$ cat src/hw/rtl/imh_pkg.sv
// ----------------------------------------------------------------------------
// imh_pkg
// Shared types and constants of the indexed min-heap: entry layout, position
// map layout, operation and status codes, stream widths.
// ----------------------------------------------------------------------------
package imh_pkg;

    localparam int MAX_NODES  = 1024;
    localparam int SCORE_BITS = 32;
    localparam int NODE_BITS  = 10;
    localparam int EDGE_BITS  = 12;
    localparam int POS_BITS   = $clog2(MAX_NODES);
    localparam int CNT_BITS   = POS_BITS + 1;

    localparam int ENTRY_BITS = SCORE_BITS + NODE_BITS + EDGE_BITS;
    localparam int SLOT_BITS  = POS_BITS + 1;

    localparam int IN_DATA_W  = 64;
    localparam int OUT_DATA_W = 80;

    // Operation codes carried on the input tuser.
    localparam logic [1:0] OP_INSERT  = 2'd0;
    localparam logic [1:0] OP_REMOVE  = 2'd1;
    localparam logic [1:0] OP_EXTRACT = 2'd2;
    localparam logic [1:0] OP_LOOKUP  = 2'd3;

    // Status codes carried on the output tuser.
    localparam logic [2:0] ST_OK      = 3'd0;
    localparam logic [2:0] ST_EMPTY   = 3'd1;
    localparam logic [2:0] ST_BADPOS  = 3'd2;
    localparam logic [2:0] ST_FULL    = 3'd3;
    localparam logic [2:0] ST_PRESENT = 3'd4;

    // One heap entry as stored in the entry memory.
    typedef struct packed {
        logic [SCORE_BITS-1:0] score;
        logic [NODE_BITS-1:0]  node;
        logic [EDGE_BITS-1:0]  edge_tag;
    } t_entry;

    // One word of the node-to-position map.
    typedef struct packed {
        logic                present;
        logic [POS_BITS-1:0] pos;
    } t_slot;

    // Result fields collected while an operation runs.
    typedef struct packed {
        logic [2:0]            status;
        logic [SCORE_BITS-1:0] score;
        logic [NODE_BITS-1:0]  node;
        logic [EDGE_BITS-1:0]  edge_tag;
        logic [POS_BITS-1:0]   pos;
        logic                  present;
    } t_result;

endpackage

$ cat src/hw/rtl/imh_cmp.sv
// ----------------------------------------------------------------------------
// imh_cmp
// Shared score comparator used by every sift step: flags a > b, unsigned.
// ----------------------------------------------------------------------------
module imh_cmp
    import imh_pkg::*;
(
    input  logic [SCORE_BITS-1:0] i_a,
    input  logic [SCORE_BITS-1:0] i_b,
    output logic                  o_gt
);

    // Strict unsigned compare; ties never move an entry.
    assign o_gt = (i_a > i_b);

endmodule

$ cat config.mk
export PLATFORM = sky130hd
export DESIGN_NAME = imh_cmp
export DESIGN_NICKNAME = d
export VERILOG_FILES = /design/src/hw/rtl/imh_pkg.sv /design/src/hw/rtl/imh_cmp.sv
export SDC_FILE = /design/constraint.sdc
export NUM_CORES = 1
export LEC_CHECK = 0
export BUFFER_PORTS_ARGS = -buffer_cell sky130_fd_sc_hd__buf_2
export CORE_MARGIN = 4
export CORE_UTILIZATION = 30
export DETAILED_ROUTE_END_ITERATION = 7
export GPL_TIMING_DRIVEN = 0
export PLACE_DENSITY = 0.67
export SYNTH_ARGS = -nofsm -noshare
export SYNTH_HDL_FRONTEND = slang
export SYNTH_SLANG_ARGS = --single-unit
export TNS_END_PERCENT = 100
$ cat constraint.sdc
create_clock -name vclk -period 4.2
set_input_delay 0.63 -clock vclk [all_inputs]
set_output_delay 0.63 -clock vclk [all_outputs]
set_load 0.05 [all_outputs]
==> run summary <==
Highest Clock Rate -> 332 MHz
Violation count after the first detailed-route iteration -> 4
Total power divided by cell area -> 84.7 nW/um2
Switching power share of the total -> 47.5%
Maximum fanout along the worst path -> 3
Clock Power Share -> 0%
Worst Max-Slew Pin Slew -> 0.384 ns
Count of standard-cell rows -> 18
Global Route Usage Sum -> 11.3%
Y dimension of the die -> 59.8 um
Input/output buffers -> 65
Post-Synthesis Mean Instance Area -> 7.19 um2
Arr. time, crit path -> 2.38 ns
Type of destination of the critical path -> output pin
Count of instances resized after the clock tree is built -> 0
Synthesis-to-finish area growth -> 45.0%
Area after DPL -> 1170 um2
Via-per-instance ratio -> 4.59
Remaining antenna violation count after routing -> 0
Fin nets -> 275
Most frequent cells in the layout -> 65 x buf_2, 32 x inv_1, 32 x ha_1
Number of violations of the max-capacitance limit -> 0
Number of global-route vias before repair -> 932
Placement-stage worst setup slack -> 1.19 ns
Count of synthesis-stage warnings from yosys -> 0
Total net switching power -> 47.0 uW
Worst slew margin relative to its limit -> 74.2%
Total instance count after detailed placement -> 207
Path type of the worst setup path -> input pin to output pin
Post-layout instance count excluding filler cells -> 207
Register Area -> 0 um2
Number of iterations in the first detailed-routing pass -> 2
Overall die width -> 59.8 um
Type of origin of the critical path -> input pin
Commonest non-fill, non-tap cell in the layout -> buf_2
Total I/O pin count -> 65
Outcome -> complete, no violations
Accumulated negative setup slack -> 0 ns
First-pass GRT wire length -> 3.35 mm
Total Wirelength -> 2.07 mm
Drt drc -> 0
Vias post-DR -> 951
Number of diodes added for antenna fixing -> 0
Number of flip-flops and latches -> 0
Required time at the worst-slack endpoint -> 3.57 ns
Multi-input gate area -> 686 um2
Hold-fix buffers, CTS -> 0
Share of the clock period used by the worst path after layout -> 71.6%
Part of the total power dissipated in sequential elements -> 0%
Initial cell density of the core -> 31.9%
Least setup slack across all paths after layout -> 1.19 ns
Part of the total power dissipated in combinational logic -> 100.0%
Mean routed wirelength per cell -> 10.0 um
Leakage power -> 0.000764 uW
HPWL after detailed placement -> 2.05 mm
Floorplan die area -> 3580 um2
Register area share after synthesis -> 0%
Initial antenna violation count -> 0
Leftover overflow at the end of global routing -> 0
Peak supply drop -> 0.0000442 V
Postcts setup bufs -> 0
Hold Crit Class -> input pin to output pin
Synthesized Nets -> 208
Synthesized cell area -> 806 um2
Final-report hold violation count -> 0
Pins over their slew limit -> 0
Clock Buffer Count -> 0
Placeable core region -> 2520 um2
GP Congestion -> 0.665
Largest net degree at the start of global routing -> 4
Internal Power -> 52.0 uW
Unrepaired setup endpoints after global routing -> false
Clock period minus worst slack -> 3.01 ns
Synth cell types -> 19
Ratio of cells with drive above 1 in the final layout -> 37.3%
Setup violators final -> 0
Synth Instances -> 112
Design Area, Final -> 1170 um2
Filler cell count in the final layout -> 265
critical path: stages:
cell and delay [ns]:
buf_2 0.07, inv_1 0.03, ha_1 0.30, nand4_1 0.15
nor4_1 0.43, a21boi_0 0.24, o31ai_1 0.09, a21oi_1 0.15
buf_2 0.28
synth_stat cells, types with 2 or more instances:
master / count / area (um2)
ha_1: 32 / 400
inv_1: 32 / 120
a21oi_1: 13 / 65.1
nand2_1: 6 / 22.5
nand3_1: 5 / 25.0
nand4_1: 5 / 31.3
nor2_1: 3 / 11.3
a21boi_0: 2 / 15.0
a21o_1: 2 / 15.0
a221o_1: 2 / 20.0
and4_1: 2 / 17.5
layout make-up:
type / instances / share of cell area [%]
multi-input cells: 80 / 58.7
repair buffers: 65 / 27.8
inverters: 32 / 10.3
well taps: 30 / 3.21
worst paths after layout:
path	start	end	slack [ns]	cells past startpoint
worst max-delay path	i_b[14]	o_gt	1.19	9
worst min-delay path	i_b[0]	o_gt	1.89	6
cells by family after synthesis:
group | count (synthesis) | synth area share [%]
adders and majority gates | 32 | 49.7
buffers and inverters | 32 | 14.9
and+or+nand+nor | 24 | 16.1
AOI/OAI and AO/OA | 24 | 19.3
through the flow:
step | hold slack (ns) | total power, uW | util [%]
global route | 1.94 | 116 | 46.3
finish | 1.89 | 99.0 | 46.3
detailed placement | 1.90 | 100 | 46.3
global placement | 1.90 | 95.3 | 46.3
floorplan | 1.73 | 56.6 | -
CTS | 1.90 | 101 | 46.3
power groups by stage:
stage          combinational [uW]  clock (uW)  sequential [uW]
3_5_place_dp                  100           0                0
5_1_grt                       116           0                0
2_1_floorplan                56.6           0                0
4_1_cts                       101           0                0
6_report                     99.0           0                0
3_3_place_gp                 95.3           0                0
layer usage:
| metal | global-route usage [%] | routed length [um] |
|---|---|---|
| met1 | 12.8 | 805 |
| met2 | 23.3 | 1100 |
| met3 | 1.08 | 168 |
| met4 | 0 | 0 |
| met5 | 0 | 0 |
(Power assumes the default switching activity.)
