[src/hw/rtl/imh_ram.sv]
// ----------------------------------------------------------------------------
// imh_ram
// Generic simple dual-port RAM: one write port, one read port with
// registered read data.
// ----------------------------------------------------------------------------
module imh_ram #(
    parameter int P_WIDTH = 8,
    parameter int P_DEPTH = 16
) (
    input  logic                       i_clk,
    input  logic                       i_we,
    input  logic [$clog2(P_DEPTH)-1:0] i_waddr,
    input  logic [P_WIDTH-1:0]         i_wdata,
    input  logic [$clog2(P_DEPTH)-1:0] i_raddr,
    output logic [P_WIDTH-1:0]         o_rdata
);

    logic [P_WIDTH-1:0] r_mem [P_DEPTH];
    logic [P_WIDTH-1:0] r_rdata;

    // Write port and registered read port.
    always_ff @(posedge i_clk) begin
        if (i_we) begin
            r_mem[i_waddr] <= i_wdata;
        end
        r_rdata <= r_mem[i_raddr];
    end

    assign o_rdata = r_rdata;

endmodule

[config.mk]
export PLATFORM = sky130hd
export DESIGN_NAME = imh_ram
export DESIGN_NICKNAME = d
export VERILOG_FILES = /design/src/hw/rtl/imh_ram.sv
export SDC_FILE = /design/constraint.sdc
export NUM_CORES = 1
export LEC_CHECK = 0
export BUFFER_PORTS_ARGS = -buffer_cell sky130_fd_sc_hd__clkbuf_2
export CAP_MARGIN = 15
export CORE_ASPECT_RATIO = 0.6
export CORE_UTILIZATION = 49
export DETAILED_ROUTE_END_ITERATION = 10
export PLACE_DENSITY_LB_ADDON = 0.3
export SETUP_SLACK_MARGIN = 0.3
export SYNTH_ARGS = -nofsm -noshare
export SYNTH_HDL_FRONTEND = slang
export SYNTH_SLANG_ARGS = --single-unit
[constraint.sdc]
create_clock -name i_clk -period 2.1 [get_ports i_clk]
set_clock_uncertainty 0.2 [all_clocks]
set_input_delay 0.105 -clock i_clk [delete_from_list [all_inputs] [get_ports i_clk]]
set_output_delay 0.105 -clock i_clk [all_outputs]
set_load 0.01 [all_outputs]
==> flow_summary_export.csv, run 1 <==
group,metric,value,unit
floorplanning,top_level_ports,26,
finish,nNetsFinal,310,
power,p_comb_share,4.4,%
power,seqPwrFrac,44.9,%
clocking,tritoncts,"yes",
timing,tightest_slew,0.452,ns
clocking,post_cts.repair.setup_buffers,0,
synth,yosysTopAreaCellShare,74.7,%
synth,synth_top_family_by_area,"multiplexers",
synth,synth_area_leaders,"edfxtp_1 75%, mux4_2 7.9%, mux4_1 7.1%",
global_routing,grt_pass1_wl,15200,um
route,dr.pass1.iters,5,
route,drt_iter0_drc,251,
route,routedWlPerCell,22.9,um
power,power_density,1080,nW/um^2
global_routing,grt_pass1_vias,2500,
global_routing,track_usage,21.2,%
timing,fin_crit,1.73,ns
worst_setup_path,slowest_stage,"mux4_1",
global_routing,antenna_found_initial,0,
worst_setup_path,cp_top_family,"multiplexers",
route,wirelength,10100,um
worst_setup_path,end_kind,"flip-flop",
synth,synth_compound_area_share,2.33,%
synth,synth-edff-count,128,
synth,seq_area_frac_synth,77.8,%
min_path,holdCritPathClass,"in2reg",
synth,synth-main-ff-cell,"edfxtp_1",
floorplanning,coreArea,10000,sq um
finish,nFillCells,724,
synth,synthDistinctLibCells,19,
floorplanning,num_rows,28,
placed_design,dp_hpwl,6110,um
clocking,path_clk_slew,0.06,ns
worst_setup_path,slowest_delay,0.54,ns
placed_design,gp_congestion,0.746,
synth,synthTopCellsByCount,"128 x edfxtp_1, 18 x mux4_2, 16 x a22oi_1",
power,switching_power,1.26,mW
synth,avgSynthCellArea,22.5,sq um
timing,finalHoldViolations,0,
clocking,numCtsBuffers,17,
worst_setup_path,required,2.18,ns
power,switching_share,18.5,%
synth,syn_nets,247,
timing,grt_setup_unrepaired,"false",
worst_setup_path,cp_cell_sequence,"mux4_1 -> a22oi_1 -> nand2_1",
floorplanning,die_h,81.4,um
timing,setup-tns-final,0,ns
clocking,cts.htree.levels,4,
synth,synthAdderAreaFrac,0,%
synth,synth.area.mux_share,15.0,%
clocking,cts_sinks,136,
power,p_int,5.54,mW
floorplanning,dieWidth,134,um
worst_setup_path,critPathMaxFanout,1,
worst_setup_path,critical_path_class,"reg2reg",
route,drc_errors,0,
synth,post_synth_and_or_nand_nor_area_fraction,3.18,%
timing,slew_headroom,69.9,%
route,viasPerCell,5.73,
global_routing,grt-ovfl-total,0,
worst_setup_path,cp_num_buf_inv,0,
synth,synth-seq-cells,136,
clocking,clock_latency,0.41,ns
finish,antenna_cells,0,
route,antenna_left,0,
placed_design,numPortBuffers,25,
synth,yosysMostFrequentCell,"edfxtp_1",
route,routed-via-count,2519,
global_routing,grt_max_degree,33,
finish,area_delta_synth_final,22.6,%
power,power_leakage,2.18,nW
synth,async_reset_ff_share,0,%
synth,synth_area,5150,sq um
power,p_clk_share,50.6,%
synth,yosysWarnings,0,
floorplanning,dieArea,10900,sq um
status,outcome,"finished, final reports clean",
timing,finalMaxSlewViolations,0,
synth,postSynthCellCount,229,
worst_setup_path,critPathArrivalTime,1.81,ns
timing,setup_viol,0,
worst_setup_path,crit_path_start_kind,"flip-flop",
job,max_cap_viol_count,0,
timing,timing.final.crit_share,82.5,%
power,ir_drop,0.981,mV
synth,synthXorXnorAreaFrac,0,%
power,p_total,6.80,mW
finish,final_layout_size_suffix_gt1_share,31.5,%
timing,max_freq,0.577,GHz
clocking,cts_root_buf,"clkbuf_16",
synth,synth_top_cell_by_area,"edfxtp_1",
floorplanning,start_util,51.4,%
clocking,cts_max_path_buffers,2,
[through the flow]
| step | cell area (sq um) | std cells | setup slack, ns | hold slack, ns | utilization, % |
|---|---|---|---|---|---|
| after floorplan | 5150 | 229 | 0.302 | 0.00387 | - |
| after global placement | 5540 | 400 | 0.279 | 0.298 | 55.3 |
| after detailed placement | 5540 | 400 | 0.280 | 0.295 | 55.3 |
| after CTS | 6310 | 440 | 0.426 | 0.0342 | 63.0 |
| after global routing | 6310 | 440 | 0.347 | 0.0748 | 63.0 |
| final | 6310 | 440 | 0.366 | 0.0593 | 63.0 |
[area by class of cell]
cell class                      instances  area, sq um  share of cell area, %
Sequential cell                       136         4000                   63.5
Multi-Input combinational cell         83         1060                   16.8
Clock buffer                           19          443                   7.02
Timing Repair Buffer                   54          388                   6.15
Clock inverter                         13          249                   3.95
Tap cell                              135          169                   2.68
[registers in the layout, summed over array words and instances (netlist names)]
name	count
o_rdata	8
r_mem	128
[layout by cell type, fill, tap and decap left out, types with 9 or more instances in the layout]
cell type	count
a22oi_1	16
mux4_2	18
mux4_1	14
buf_4	19
nor2_1	13
edfxtp_1	128
clkbuf_16	17
clkbuf_2	25
nand2_1	9
[tightest hold or removal path, stage by stage]
cell and delay (ns):
clkbuf_2 0.14, nor3_1 0.06, buf_4 0.17
[worst paths after layout]
kind	from	endpoint	slack (ns)	cells past startpoint
worst min-delay path	i_waddr[0]	r_mem[0][6]	0.06	3
worst max-delay path	r_mem[5][3]	o_rdata[3]	0.37	3
worst min register to register	r_mem[15][2]	o_rdata[2]	0.47	3
worst max register to register	r_mem[5][3]	o_rdata[3]	0.37	3
[power groups by stage]
stage / clock network, mW / registers [mW] / logic, mW
after floorplan: 0 / 3.11 / 0.154
after global placement: 0 / 3.11 / 0.288
after detailed placement: 0 / 3.11 / 0.293
after CTS: 3.49 / 3.06 / 0.307
after global routing: 3.61 / 3.06 / 0.329
final: 3.44 / 3.06 / 0.301
[metal layers]
| metal | GRT usage, % | wire length, um | vias to the layer above |
|---|---|---|---|
| met5 | 0 | 0 | - |
| met2 | 31.0 | 4720 | 94 |
| li1 | - | - | 1103 |
| met3 | 6.30 | 747 | 9 |
| met4 | 7.75 | 85 | 0 |
| met1 | 30.4 | 4510 | 1313 |
[what timing repair did]
item                                   in CTS  in global routing
resized for setup                           0                  0
hold buffers                                8                  0
endpoints found under the hold margin     128                  0
[cell families after synthesis]
family	Yosys count
compound gates	16
buf+inv	10
simple gates	35
mux	32
flops	136
No activity file was read; power rests on OpenSTA's default activity.
==> inputs of run 2 (changes only) <==
Clock period 2.1 ns to 1.53 ns, I/O delays scaled along.
==> run 2 against run 1 <==
  * Via count is 0.28% lower
  * Register-to-register slack worse by 0.30 ns
  * Core utilization is 1.8 points higher
  * Power is 27% higher
  * Critical path type unchanged
  * Clock-buffer cell count is 2 lower
  * Non-clock buffer count is 10 higher
  * First-iteration DRC count is 6.4% lower
  * Global-route usage is 0.42 points lower
  * Hold slack worse by 0.029 ns
  * Sequential share of layout area is 1.7 points lower
==> flow_summary_export.csv, run 2 (synthesized netlist as in run 1, its figures left out) <==
group,metric,value,unit
finish,mostFrequentLayoutCell,"edfxtp_1",
floorplanning,start_util,51.4,%
floorplanning,coreArea,10000,sq um
global_routing,track_usage,20.7,%
worst_setup_path,cp_cell_sequence,"mux4_2 -> a22oi_2 -> nand2_1",
finish,final_cells,450,
timing,timing.final.crit_share,95.7,%
clocking,tritoncts,"yes",
placed_design,postPlaceCellArea,5770,sq um
clocking,cts_root_buf,"clkbuf_16",
global_routing,grt_max_degree,23,
floorplanning,top_level_ports,26,
clocking,path_clk_slew,0.05,ns
global_routing,grt_pass1_vias,2598,
worst_setup_path,critical_path_class,"reg2reg",
finish,largest_reg_flops,128,
timing,grt_setup_unrepaired,"true",
status,outcome,"finished, final reports clean",
global_routing,grt_pass1_wl,15200,um
placed_design,gp_congestion,0.789,
worst_setup_path,critPathArrivalTime,1.57,ns
clocking,post_cts.repair.setup_buffers,0,
job,max_cap_viol_count,0,
worst_setup_path,critical_path_depth,3,
timing,tightest_slew,0.951,ns
route,drc_errors,0,
timing,finalHoldViolations,0,
min_path,hold_depth,3,
worst_setup_path,cp_num_buf_inv,0,
route,antenna_left,0,
worst_setup_path,end_kind,"flip-flop",
timing,setup-tns-final,0,ns
placed_design,dp_cells,409,
clocking,cts.htree.levels,4,
global_routing,antenna_found_initial,0,
floorplanning,dieArea,10900,sq um
finish,area_delta_synth_final,26.1,%
finish,layout_common_cells,"128 x edfxtp_1, 32 x mux4_2, 25 x clkbuf_2",
worst_setup_path,required,1.63,ns
route,wirelength,9990,um
worst_setup_path,worst-r2r-cell-count,3,
clocking,cts_sinks,136,
power,power_density,1330,nW/um^2
clocking,cts_max_path_buffers,2,
min_path,holdCritPathClass,"in2reg",
global_routing,grt-ovfl-total,0,
worst_setup_path,slowest_stage,"mux4_2",
worst_setup_path,slowest_delay,0.50,ns
placed_design,place_ws,-0.116,ns
power,ir_drop,0.920,mV
placed_design,dp_hpwl,6480,um
worst_setup_path,regToRegSetupSlack,0.07,ns
worst_setup_path,critPathMaxFanout,1,
timing,slew_headroom,36.4,%
timing,setup_viol,0,
finish,regMostFlops,"r_mem",
timing,hold_slack,0.0298,ns
clocking,clock_latency,0.41,ns
timing,finalMaxSlewViolations,0,
floorplanning,dieWidth,134,um
route,drt_iter0_drc,235,
finish,nNetsFinal,320,
clocking,numCtsBuffers,17,
placed_design,numPortBuffers,25,
finish,final_layout_size_suffix_gt1_share,44.1,%
finish,finalCoreUtilization,64.8,%
worst_setup_path,crit_path_start_kind,"flip-flop",
power,p_total,8.65,mW
timing,fin_crit,1.46,ns
route,routedWlPerCell,22.2,um
route,routed-via-count,2512,
floorplanning,num_rows,28,
finish,antenna_cells,0,
finish,nFillCells,705,
finish,stdcell_area,6490,sq um
floorplanning,die_h,81.4,um
timing,max_freq,0.683,GHz
route,viasPerCell,5.58,
power,power_leakage,2.18,nW
timing,worst_slack,0.0651,ns
route,dr.pass1.iters,4,
worst_setup_path,cp_top_family,"multiplexers",
## run 2: timing repair
item / 4_1_cts / 5_1_grt
resized for setup: 4 / 4
hold endpoints to repair: 136 / 0
setup endpoints to repair: 8 / 8
hold buffers: 9 / 0
pin swaps: 3 / 0
## run 2: power breakdown
| part | switching, mW | internal [mW] |
|---|---|---|
| logic | 0.249 | 0.230 |
| registers | 0.0304 | 4.17 |
| clock network | 1.45 | 2.53 |
| total | 1.73 | 6.93 |
## run 2: area by class of cell
class	instances	area, sq um	share of cell area (%)
Multi-Input combinational cell	83	1110	17.2
Clock inverter	15	160	2.47
Sequential cell	136	4000	61.7
Clock buffer	17	425	6.56
Timing Repair Buffer	64	616	9.49
Tap cell	135	169	2.60
## run 2: worst paths after layout
| check | start | to |
|---|---|---|
| max | r_mem[11][4] | o_rdata[4] |
| min reg2reg | r_mem[6][5] | o_rdata[5] |
| min | i_waddr[1] | r_mem[4][6] |
| max reg2reg | r_mem[11][4] | o_rdata[4] |
## run 2: tightest hold or removal path: stages
cell	delay, ns
clkbuf_2	0.14
nor3_2	0.06
buf_4	0.18
## run 2: metal layers
layer,vias up,part of all wire (%),global-route usage [%]
li1,1107,-,-
met1,1287,45,30.2
met2,108,45,29.7
met3,10,8.9,6.05
met4,0,0.91,8.09
met5,-,0,0
